<file path="config.mk">
export PLATFORM = sky130hd
export DESIGN_NAME = bbce_ram
export DESIGN_NICKNAME = d
export VERILOG_FILES = /design/src/hdl/bbce_ram.sv
export SDC_FILE = /design/constraint.sdc
export NUM_CORES = 1
export LEC_CHECK = 0
export ABC_CLOCK_PERIOD_IN_PS = 1850
export BUFFER_PORTS_ARGS = -buffer_cell sky130_fd_sc_hd__buf_4
export CAP_MARGIN = 20
export CORE_ASPECT_RATIO = 0.8
export CORE_MARGIN = 4
export CORE_UTILIZATION = 45
export CTS_CLUSTER_DIAMETER = 120
export DETAILED_ROUTE_END_ITERATION = 12
export PLACE_DENSITY = 0.7
export SETUP_SLACK_MARGIN = 0.15
export SYNTH_ARGS = -nofsm -noshare
export SYNTH_HDL_FRONTEND = slang
export SYNTH_SLANG_ARGS = --single-unit
</file>
<file path="constraint.sdc">
create_clock -name clk -period 1.85 [get_ports clk]
set_input_delay 0.185 -clock clk [delete_from_list [all_inputs] [get_ports clk]]
set_output_delay 0.185 -clock clk [all_outputs]
set_load 0.02 [all_outputs]
</file>
<file path="src/hdl/bbce_ram.sv">
// ----------------------------------------------------------------------------
// bbce_ram: generic simple dual-port RAM
// One write port, one read port, read data registered.
// ----------------------------------------------------------------------------
`default_nettype none

module bbce_ram #(
  parameter int WIDTH = 16,
  parameter int DEPTH = 32
) (
  input  wire logic                                     clk,
  input  wire logic                                     we,
  input  wire logic [((DEPTH > 1) ? $clog2(DEPTH) : 1)-1:0] waddr,
  input  wire logic [WIDTH-1:0]                         wdata,
  input  wire logic [((DEPTH > 1) ? $clog2(DEPTH) : 1)-1:0] raddr,
  output logic      [WIDTH-1:0]                         rdata
);

  logic [WIDTH-1:0] mem [DEPTH];

  always_ff @(posedge clk) begin
    if (we) begin
      mem[waddr] <= wdata;
    end
    rdata <= mem[raddr];
  end

endmodule

`default_nettype wire

</file>
Word-level counts from Yosys, hierarchy flattened

Memories as Yosys holds them, arrays and structs flattened. A register that Yosys moved wholly into a read port is not among the register bits.
Index checks and enable logic that the tools add are counted.

Mux-type cells: 2

Operators by type and width:

| cell    | number |
|---|---|
| $mux W1 | 2 |

Bits in registers: 0
RAM bits: 512
Output and inout bits: 16
Memories kept: 1

Memories:

| name | words | bits a word | rd ports | clocked after memory_dff | write ports | RTL line | source |
|---|---|---|---|---|---|---|---|
| mem  | 32    | 16          | 1        | 1                        | 1           | 19       | `logic [WIDTH-1:0] mem [DEPTH];` |

Longest topological paths before layout

Depth after elaboration: 2
Mapped depth: 8
Mapped depth without buffers: 5

Worst setup path after synthesis

OpenSTA, ideal clock, no wires.

Path kind: input port to flip-flop
Start point: input port waddr[1] in the netlist's numbering
End point: memory mem[12][0] (enable)
Library setup time: 388 ps
Data arrival time: 1537 ps
Setup slack: -75 ps
Stages: 3
Buffers on the path: 1
Cell sequence: or3b_2 clkbuf_1 nor2_1

RTL lines:

| what               | RTL line | source |
|---|---|---|
| start: declaration | 13       | `input wire logic [((DEPTH > 1) ? $clog2(DEPTH) : 1)-1:0] waddr,` |
| end: declaration   | 19       |  |

Straight into the memory's write port.

==> results.yml <==
worst_setup_path:
  required_ns: 2.22
  critPathTopFamily: "compound AO/OA/AOI/OAI gates"
  crit-reg2reg-launch: "mem[2][2]"
  rrSetupSlack_ns: 0.37
  cp_num_buf_inv: 0
  cpPeakStageDelay_ns: 0.36
  slowest_stage: "edfxtp_1"
  worstPathMaxFanout: 1
  start_kind: "flop"
  cp-startpoint: "mem[2][2]"
  crit_type: "flop to flop"
  cp_cell_sequence: "mux2i_1, a22o_1, nor3_1, a31oi_1, nand3_1"
  arrival_ns: 1.85
  critPathCaptureType: "flop"
power:
  comb_power_share_pct: 5.9
  p_sw_uw: 5080
  power_density_nw_per_um2: 1020
  switching_share_pct: 20.9
  pwr-share-seq_pct: 55.2
  ir_worst_vdd_uv: 651
  fin_total_pwr_uw: 24300
  p_leak_uw: 0.00837
  p_clk_share_pct: 38.9
  intPower_uw: 19200
clocking:
  cts_setup_buffers: 0
  cts.sinks: 528
  clockBufferDepth: 3
  cts_root_buf: "clkbuf_16"
  cts_tree: "yes"
  cts_resized: 0
  clk_pin_slew_ns: 0.06
  cts_buffers: 48
  cts-hold-fix-buffers: 0
  clk_latency_ns: 0.55
  htree_num_levels: 2
yosys:
  synth_edf_count: 512
  synth_seq_cells: 528
  synth-seq-area-share_pct: 76.4
  yosysWarnings: 0
  synth_common_cells: "edfxtp_1, mux2i_1, a22oi_1"
  synth.area.top_cells: "edfxtp_1, mux2i_1, a22oi_1"
  yosysTopAreaCellShare_pct: 74.9
  mappedNetlistArea_um2: 20500
  post-synth-top-count-cell: "edfxtp_1"
  netlist_instances: 1143
  async_flop_share_pct: 0
  yosys.area.top_type: "edfxtp_1"
  synth.avg_cell_area_um2: 18.0
  ys.flop_type: "edfxtp_1"
  syn_nets: 1171
  yosysUniqueCellTypes: 26
drt:
  drtIter0Drc: 975
  wire_per_inst_um: 23.6
  viasPerCell: 5.68
  routed_wl_um: 45100
  ant_nets: 0
  firstDrtPassIters: 6
  post-route-drc-count: 0
  via_count: 10900
finish:
  drive_gt1_share_pct: 17.4
  multi_input_area_um2: 4330
  num_antenna_cells: 0
  layout.cells.non_filler: 1911
  syn_to_final_growth_pct: 15.4
  final-seq-area_um2: 15700
  nets: 1300
  fillers: 3519
sta:
  worst_clock_skew_ns: 0.00846
  fmax_ghz: 0.674
  timing.final.crit_period_ns: 1.48
  finalCritPeriodShare_pct: 80.1
  slew-limit-headroom_pct: 62.3
  hold_ws_ns: 0.0369
  final-setup-viol-count: 0
  tns_ns: 0
  worst_pin_slew_ns: 0.564
  slew_viol_final: 0
  timing.final.ws_setup_ns: 0.367
  rsz0062_at_grt: "no"
  hold_viol: 0
global_route:
  grt-ovfl-total: 0
  gr-usage-all-layers_pct: 18.4
  top_usage_layer: "met1"
  use_met1_pct: 29.1
  first_global_vias: 10700
  grt_use_met3_pct: 4.13
  grt_pass1_wl_um: 67600
  grt_use_met2_pct: 26.0
  grt_start_max_net_pins: 47
  antenna_found_initial: 3
job:
  cap_violations: 0
floorplan:
  die-area_um2: 49100
  num_rows: 69
  die_w_um: 247
  core_um2: 44700
  start_util_pct: 45.9
  die_h_um: 199
  io_pins: 44
place:
  place_hpwl_um: 28700
  pre_cts_ws_ns: 0.0293
  gp_congestion: 0.803
  io_buffers: 43
  dp_cells: 1825
min_path:
  hp-start: "wdata[6]"
  min_path_type: "input port to flop"
outcome:
  outcome: "finished, final reports clean"
final cells by class:
cell class | instances | share of cell area [%]
clock buffer | 71 | 5.86
clock inverter | 15 | 0.486
multi-input combinational | 548 | 18.3
sequential | 528 | 66.2
tap | 603 | 3.18
timing repair buffer | 146 | 5.98
stage by stage:
step / area (um2) / utilization (%)
3_3_place_gp: 22200 / 49.6
5_1_grt: 23700 / 53.0
6_report: 23700 / 53.0
4_1_cts: 23700 / 53.0
3_5_place_dp: 22200 / 49.6
2_1_floorplan: 20500 / -
state kept, by name, summed over array words and instances, names as in the netlist:
| name | cells |
|---|---|
| mem | 512 |
| rdata | 16 |
worst paths after layout:
path | to | cells after the start
worst min register to register | rdata[4] | 4
worst max-delay path | rdata[2] | 5
worst max register to register | rdata[2] | 5
worst min-delay path | mem[5][6] | 1
cell families after synthesis:
kind of cell / synth area share [%]
AND/OR/NAND/NOR: 3.49
AO/OA/AOI/OAI: 4.97
buffers and inverters: 2.63
flip-flops: 76.4
multiplexers: 12.5
per-layer routing:
metal  wire, um  up-vias
met5         39        -
met4        846        6
met3       4050       67
met2      19200      446
met1      21000     5512
li1           -     4826
power by group through the flow:
stage | clock (uW) | sequential (uW) | combinational, uW
6_report | 9440 | 13400 | 1440
5_1_grt | 10100 | 13400 | 1540
4_1_cts | 9610 | 13400 | 1440
3_5_place_dp | 0 | 13600 | 1440
3_3_place_gp | 0 | 13600 | 1410
2_1_floorplan | 0 | 13700 | 749
cell usage in the layout, fill, tap and decap left out:
cell / count
a22o_1: 32
nor2b_4: 2
a22oi_1: 64
clkbuf_8: 8
nand2b_1: 2
buf_12: 25
edfxtp_1: 512
and2_2: 1
or3b_2: 3
nand3_1: 34
nand3b_1: 5
nand2_1: 33
buf_4: 120
clkinvlp_4: 3
dfxtp_1: 16
buf_8: 1
nor2_1: 28
clkbuf_16: 49
nand4_1: 16
clkinv_8: 1
a31oi_1: 16
nor2_4: 1
bufinv_16: 1
clkbuf_1: 14
clkinv_1: 3
clkinv_2: 7
nor2_2: 5
a21oi_1: 32
or2_1: 1
or3_1: 1
nor3_1: 16
mux2i_1: 256
(Power assumes the default switching activity.)
