File: config.mk
export PLATFORM = sky130hd
export DESIGN_NAME = bbce_div
export DESIGN_NICKNAME = d
export VERILOG_FILES = /design/src/hdl/bbce_pkg.sv /design/src/hdl/bbce_div.sv
export SDC_FILE = /design/constraint.sdc
export NUM_CORES = 1
export LEC_CHECK = 0
export BUFFER_PORTS_ARGS = -buffer_cell sky130_fd_sc_hd__buf_4
export CAP_MARGIN = 40
export CORE_UTILIZATION = 51
export DETAILED_ROUTE_END_ITERATION = 10
export GPL_ROUTABILITY_DRIVEN = 0
export PLACE_DENSITY = 0.84
export REMOVE_ABC_BUFFERS = 1
export SYNTH_ARGS = -nofsm -noshare
export SYNTH_HDL_FRONTEND = slang
export SYNTH_SLANG_ARGS = --single-unit
File: constraint.sdc
create_clock -name clk -period 4.41 [get_ports clk]
set_input_delay 0.882 -clock clk [delete_from_list [all_inputs] [get_ports clk]]
set_output_delay 0.882 -clock clk [all_outputs]
set_load 0.005 [all_outputs]
File: src/hdl/bbce_pkg.sv
// ----------------------------------------------------------------------------
// bbce_pkg: shared types and constants
// Sequencer states, the exp(-2^(k-12)) table and the fixed-point
// constants of the balanced cross-entropy loss and gradient block.
// ----------------------------------------------------------------------------
`default_nettype none

package bbce_pkg;

  localparam int DIV_NUM_W = 40;
  localparam int DIV_DEN_W = 18;

  localparam logic [15:0] LN2_Q16       = 16'd45426;
  localparam logic [20:0] LOSS_MAX      = 21'h1FFFFF;
  localparam logic [16:0] EXP_ONE       = 17'h10000;
  localparam logic [15:0] POS_THRESHOLD = 16'd16384;

  typedef enum logic [4:0] {
    S_IDLE,
    S_RD,
    S_LD,
    S_EXP,
    S_EXPW,
    S_SIGS,
    S_SIGW,
    S_LNM,
    S_LNA,
    S_LNF,
    S_LNR,
    S_ZYR,
    S_LOSS,
    S_L2,
    S_L3,
    S_L4,
    S_LDIV,
    S_LWAIT,
    S_GRD,
    S_GLD,
    S_GW,
    S_GOUT
  } state_t;

  // exp(-2^(k-12)) in Q0.16
  function automatic logic [15:0] exp_tab(input logic [3:0] k);
    logic [15:0] r;
    case (k)
      4'd0:    r = 16'd65520;
      4'd1:    r = 16'd65504;
      4'd2:    r = 16'd65472;
      4'd3:    r = 16'd65408;
      4'd4:    r = 16'd65280;
      4'd5:    r = 16'd65026;
      4'd6:    r = 16'd64520;
      4'd7:    r = 16'd63520;
      4'd8:    r = 16'd61565;
      4'd9:    r = 16'd57835;
      4'd10:   r = 16'd51039;
      4'd11:   r = 16'd39750;
      4'd12:   r = 16'd24109;
      4'd13:   r = 16'd8869;
      4'd14:   r = 16'd1200;
      default: r = 16'd22;
    endcase
    return r;
  endfunction

endpackage

`default_nettype wire

File: src/hdl/bbce_div.sv
// ----------------------------------------------------------------------------
// bbce_div: iterative rounding divider
// Unsigned restoring divider, one quotient bit per cycle. Returns
// floor((num + den/2) / den), i.e. the quotient rounded half up.
// ----------------------------------------------------------------------------
`default_nettype none

module bbce_div
  import bbce_pkg::*;
#(
  parameter int NUM_W = 40,
  parameter int DEN_W = 18
) (
  input  wire logic             clk,
  input  wire logic             rst,
  input  wire logic             start,
  input  wire logic [NUM_W-1:0] num,
  input  wire logic [DEN_W-1:0] den,
  output logic                  done,
  output logic [NUM_W:0]        quo
);

  localparam int QW = NUM_W + 1;
  localparam int CNT_W = $clog2(QW + 1);

  logic [CNT_W-1:0] cnt;
  logic             busy;
  logic [DEN_W-1:0] dsr;
  logic [DEN_W-1:0] rem;
  logic [DEN_W:0]   trial;
  logic             fits;

  assign trial = {rem, quo[QW-1]};
  assign fits  = (trial >= {1'b0, dsr});

  always_ff @(posedge clk) begin
    if (rst) begin
      busy <= 1'b0;
      done <= 1'b0;
      cnt  <= '0;
    end else begin
      done <= 1'b0;
      if (start) begin
        busy <= 1'b1;
        cnt  <= CNT_W'(QW);
        dsr  <= den;
        rem  <= '0;
        quo  <= QW'(num) + QW'(den >> 1);
      end else if (busy) begin
        rem <= fits ? DEN_W'(trial - {1'b0, dsr}) : trial[DEN_W-1:0];
        quo <= {quo[QW-2:0], fits};
        cnt <= cnt - CNT_W'(1);
        if (cnt == CNT_W'(1)) begin
          busy <= 1'b0;
          done <= 1'b1;
        end
      end
    end
  end

endmodule

`default_nettype wire

# Word level (Yosys, flattened, before mapping)
# Cells that the tools add are included.
dict set report totals {
  register_bits 85
  latchBits 0
  ram_bits 0
  mem_bits_ro 0
  mem_count 0
}
dict set report op_classes {
  n_addsub 3
  mul 0
  div 0
  n_lt_le_gt_ge 1
  eq_ne 1
  shift 0
  mux 10
  n_bitwise 2
  n_reduce_logical 5
}
# op n
set ops {}
lappend ops {{41-bit 2-to-1 mux} 2}
lappend ops {{40-bit by 17-bit adder with 41-bit output} 1}
lappend ops {{18-bit 2-to-1 mux} 2}
lappend ops {{19-bit by 18-bit >= comparator with 1-bit output} 1}
lappend ops {{18-bit subtractor} 1}
lappend ops {{6-bit 2-to-1 mux} 2}
lappend ops {{6-bit by 1-bit equality test with 1-bit output (second input constant)} 1}
lappend ops {{6-bit by 1-bit subtractor with 6-bit output (second input constant)} 1}
lappend ops {{1-bit 2-to-1 mux} 4}
lappend ops {{2-bit AND reduction} 2}
lappend ops {{3-bit OR reduction} 1}
lappend ops {{1-bit inverter} 2}
lappend ops {{2-bit nonzero test} 1}
lappend ops {{2-bit OR reduction} 1}

# Logic depth before layout (Yosys ltp)
dict set report depth {
  ltp_word 4
  depth_mapped 11
}

# Worst setup path before layout
# No wires, ideal clock.
dict set report synth_path {
  kind {input -> register}
  start {input port start}
  end {register quo[0], enable pin}
  setup_time_ns 0.476
  arrival_ns 3.971
  required_ns 3.934
  setup_slack_ns -0.037
  path_stages 4
  path_cell_list {clkbuf_1 > clkbuf_1 > nor2_1 > nor2_1}
}
dict set report synth_via {
  elab_chain_len 2
}
# item line_no
set synth_rtl {}
lappend synth_rtl {{start: declaration} bbce_div.sv:16} ;# input wire logic start,
lappend synth_rtl {{2-bit nonzero test (no source line)} n/a}
lappend synth_rtl {{2-bit AND reduction (no source line)} n/a}
lappend synth_rtl {{end signal: assignment} bbce_div.sv:48} ;# quo <= QW'(num) + QW'(den >> 1);
lappend synth_rtl {{end signal: assignment} bbce_div.sv:51} ;# quo <= {quo[QW-2:0], fits};
lappend synth_rtl {{end: declaration} bbce_div.sv:20} ;# output logic [NUM_W:0] quo
# No other way between the ends.
# A chain may end at the register's enable or synchronous reset.

# Worst setup path after layout
dict set report layout_path {
  start {input port num[0]}
  end {register quo[20] (data pin)}
}
dict set report layout_via {
  elab_chain_len 2
}
# item line_no
set layout_rtl {}
lappend layout_rtl {{start: declaration} bbce_div.sv:17} ;# input wire logic [NUM_W-1:0] num,
lappend layout_rtl {{40-bit by 17-bit adder with 41-bit output} bbce_div.sv:48}
lappend layout_rtl {{41-bit 2-to-1 mux} bbce_div.sv:43} ;# if (start) begin
# No other way between the ends.

==> metrics.txt <==
Hold EP=cnt[1]; syn avg cell area=10.0 um^2; worst slew pin tran=811 ps; max_cap viols=0; Final setup viols=0; Row Count=38; WP depth=10; Yosys cell types=65; final WL=14300 um; Power Dens Cells=328 nW/um^2; r2r endpoint=rem[8]; Post-Synth Adder-Cell Area=8.77%; post-route minimum period=3240 ps; Worst Path Required=4490 ps; largest family of logic cells by synthesized area=compound AO/OA/AOI/OAI gates; htree depth=3; vias=5001; drt wl/cell=17.6 um; Area after DPL=6640 um^2; FF-to-FF path depth=9; largest net degree at the start of global routing=64; Synth Register Bits=85; min-delay src=cnt[1]; Setup Skew=14.8 ps; die width=108 um; Peak VDD IR=182 uV; WHS Path Cells=2; WP buf/inv=1; Top delay family on crit path=compound AO/OA/AOI/OAI gates; mapped cell area=5730 um^2; die area=11700 um^2; cells taking the most area after synthesis=edfxtp_1 40%, ha_1 8.1%, xnor2_1 4.3%; post-place setup slack=848 ps; CTS buffer count=9; Fmax achieved=308 MHz; crit start category=input pin; top-count cell post-synth=edfxtp_1; finished layout cell area=6830 um^2; I/O Pins=103; Pwr Total=0.00224 W; Reg clk slew, reported paths=80 ps; Total GRT Usage=25.1%; area share of and/or/nand/nor cells after synthesis=13.9%; P_leak=2.75 nW; ANT nets after route=0; reg2reg start=rem[0]; core area=10900 um^2; Slew Limit Fails=0; fin cells=815; postcts setup bufs=0; Pre-antenna DRT Iters=7; CTS Hold Bufs=0; post-cts sizing count=0; Layout area overhead=19.2%; clk sinks=85; Seq/Total Area, Yosys=43.1%; CTS Buffer Depth=2; slowest stage cell on the critical path=a31oi_1; Setup Crit Path Kind=input pin to flip-flop; main flop type after synthesis=edfxtp_1; top post-synthesis cells by count=77 x edfxtp_1, 62 x nor2_1, 39 x a21oi_1; GR Overflow Total=0; worst-path cell chain=buf_4, ha_1, fa_1, a21o_1, a21boi_0, o31a_1, o21ai_2, a31oi_1, or3_1, a31oi_1; share of layout cells above drive strength 1=21.6%; arrival time worst endpoint=3320 ps; setup TNS=0 ps; post-synthesis mux area share=4.82%; xor/xnor share of the synthesized area=6.42%; Worst path max stage delay=510 ps; Post-Syn Instances=571; initial antenna violation count=0; Placed Cells=799; reg2reg setup slack=1310 ps; TritonCTS clock tree=done; Synth top area share=40.3%; worst hold path type=flip-flop to flip-flop; fin worst setup slack=1170 ps; Ys Warns=0; Compound-Gate Fraction of Synth Area=19.5%; Die H=108 um; top cell type by total area after synthesis=edfxtp_1; # port buffers=102; vias in the first global route=4785; number of synthesized flops with an enable pin=77; cell mode on critical path=a31oi_1; status=finished, final reports clean; fin nets=770; crit path max fanout=8; first-pass GRT wire length=22900 um; Inserted Diodes=0; DR DRC count=0; Clock Latency Late Sink=370 ps; Vias per Instance=6.14; relative slew slack=45.8%; final hold violations=0; Tcrit/Tclk final=73.5%; clock root cell=clkbuf_8; Starting Density=52.7%; Setup crit end kind=flip-flop; RSZ-0062 raised after global routing=no; hpwl dp=10600 um; asr flop ratio synth=0%; initial DRC count=390
[worst min-delay path, cell delays in order, from the launching register on]
cell and delay [ps]:
dfxtp_1 330, nor2_1 80, a2111oi_0 50
[cell usage in the layout (no fill, tap or decap), types with 3 or more instances in the layout]
| cell | Yosys | routed |
|---|---|---|
| a211oi_1 | 11 | 11 |
| a21o_1 | 18 | 18 |
| a21oi_1 | 39 | 39 |
| a31oi_1 | 17 | 17 |
| and2_1 | 4 | 4 |
| and3_1 | 4 | 4 |
| buf_4 | 1 | 107 |
| clkbuf_1 | 15 | 4 |
| clkbuf_8 | 0 | 11 |
| dfxtp_1 | 8 | 8 |
| edfxtp_1 | 77 | 77 |
| ha_1 | 37 | 37 |
| inv_1 | 31 | 31 |
| mux2_2 | 13 | 13 |
| mux2i_1 | 13 | 13 |
| nand2_1 | 26 | 26 |
| nand3_1 | 12 | 12 |
| nand4_1 | 10 | 10 |
| nor2_1 | 62 | 61 |
| nor2b_1 | 3 | 3 |
| nor3_1 | 9 | 9 |
| nor3b_1 | 3 | 3 |
| nor4_1 | 3 | 3 |
| o2111ai_1 | 5 | 5 |
| o211ai_1 | 10 | 10 |
| o21a_1 | 10 | 10 |
| o21ai_0 | 25 | 25 |
| o21ai_2 | 3 | 3 |
| o21bai_1 | 3 | 3 |
| or2_2 | 3 | 3 |
| or3_1 | 13 | 13 |
| xnor2_1 | 28 | 28 |
| xor2_1 | 14 | 14 |
[metal layers]
metal  vias to the layer above  global-route usage (%)  routed length (um)
met5                         -                       0                   0
met2                       219                    42.0                7180
met1                      2380                    32.2                5970
li1                       2359                       -                   -
met4                         0                    10.1                 399
met3                        43                    4.04                 772
[registers in the layout, summed over array words and instances (netlist names)]
register	flops
busy	1
dsr	18
cnt	6
done	1
quo	41
rem	18
[power breakdown]
| group | switching [W] | leakage (nW) | internal, W |
|---|---|---|---|
| combinational | 0.000367 | 1.86 | 0.000310 |
| clock | 0.000283 | 0.0961 | 0.000272 |
| sequential | 0.0000384 | 0.798 | 0.000968 |
| total | 0.000688 | 2.75 | 0.00155 |
[worst max-delay path by stage]
stage                     startpoint       to  slack [ps]
after global placement        num[0]  quo[16]         950
final                         num[0]  quo[20]        1170
after global routing          num[0]  quo[20]        1040
after detailed placement      num[0]  quo[20]         850
after CTS                     num[0]  quo[20]        1210
after floorplan                start   quo[0]         540
[final cells by class]
type                            instances  area, um^2
Multi-Input combinational cell        435        3070
Sequential cell                        85        2470
Tap cell                              140         175
Inverter                               32         120
Timing Repair Buffer                  107         803
Fill cell                             859        4050
Clock buffer                           16         191
[per-stage QoR]
| step | hold WS [ps] | utilization [%] |
|---|---|---|
| 4_1_cts | 510 | 62.8 |
| 3_3_place_gp | 487 | 61.0 |
| 6_report | 508 | 62.8 |
| 5_1_grt | 561 | 62.8 |
| 2_1_floorplan | 469 | - |
| 3_5_place_dp | 499 | 61.0 |
[logic make-up after synthesis]
family,Yosys count
flip-flops,85
multiplexers,26
XOR/XNOR,42
AND/OR/NAND/NOR,163
AO/OA/AOI/OAI,165
buffers and inverters,51
adder cells (fa/ha/maj),39
(Power assumes the default switching activity.)
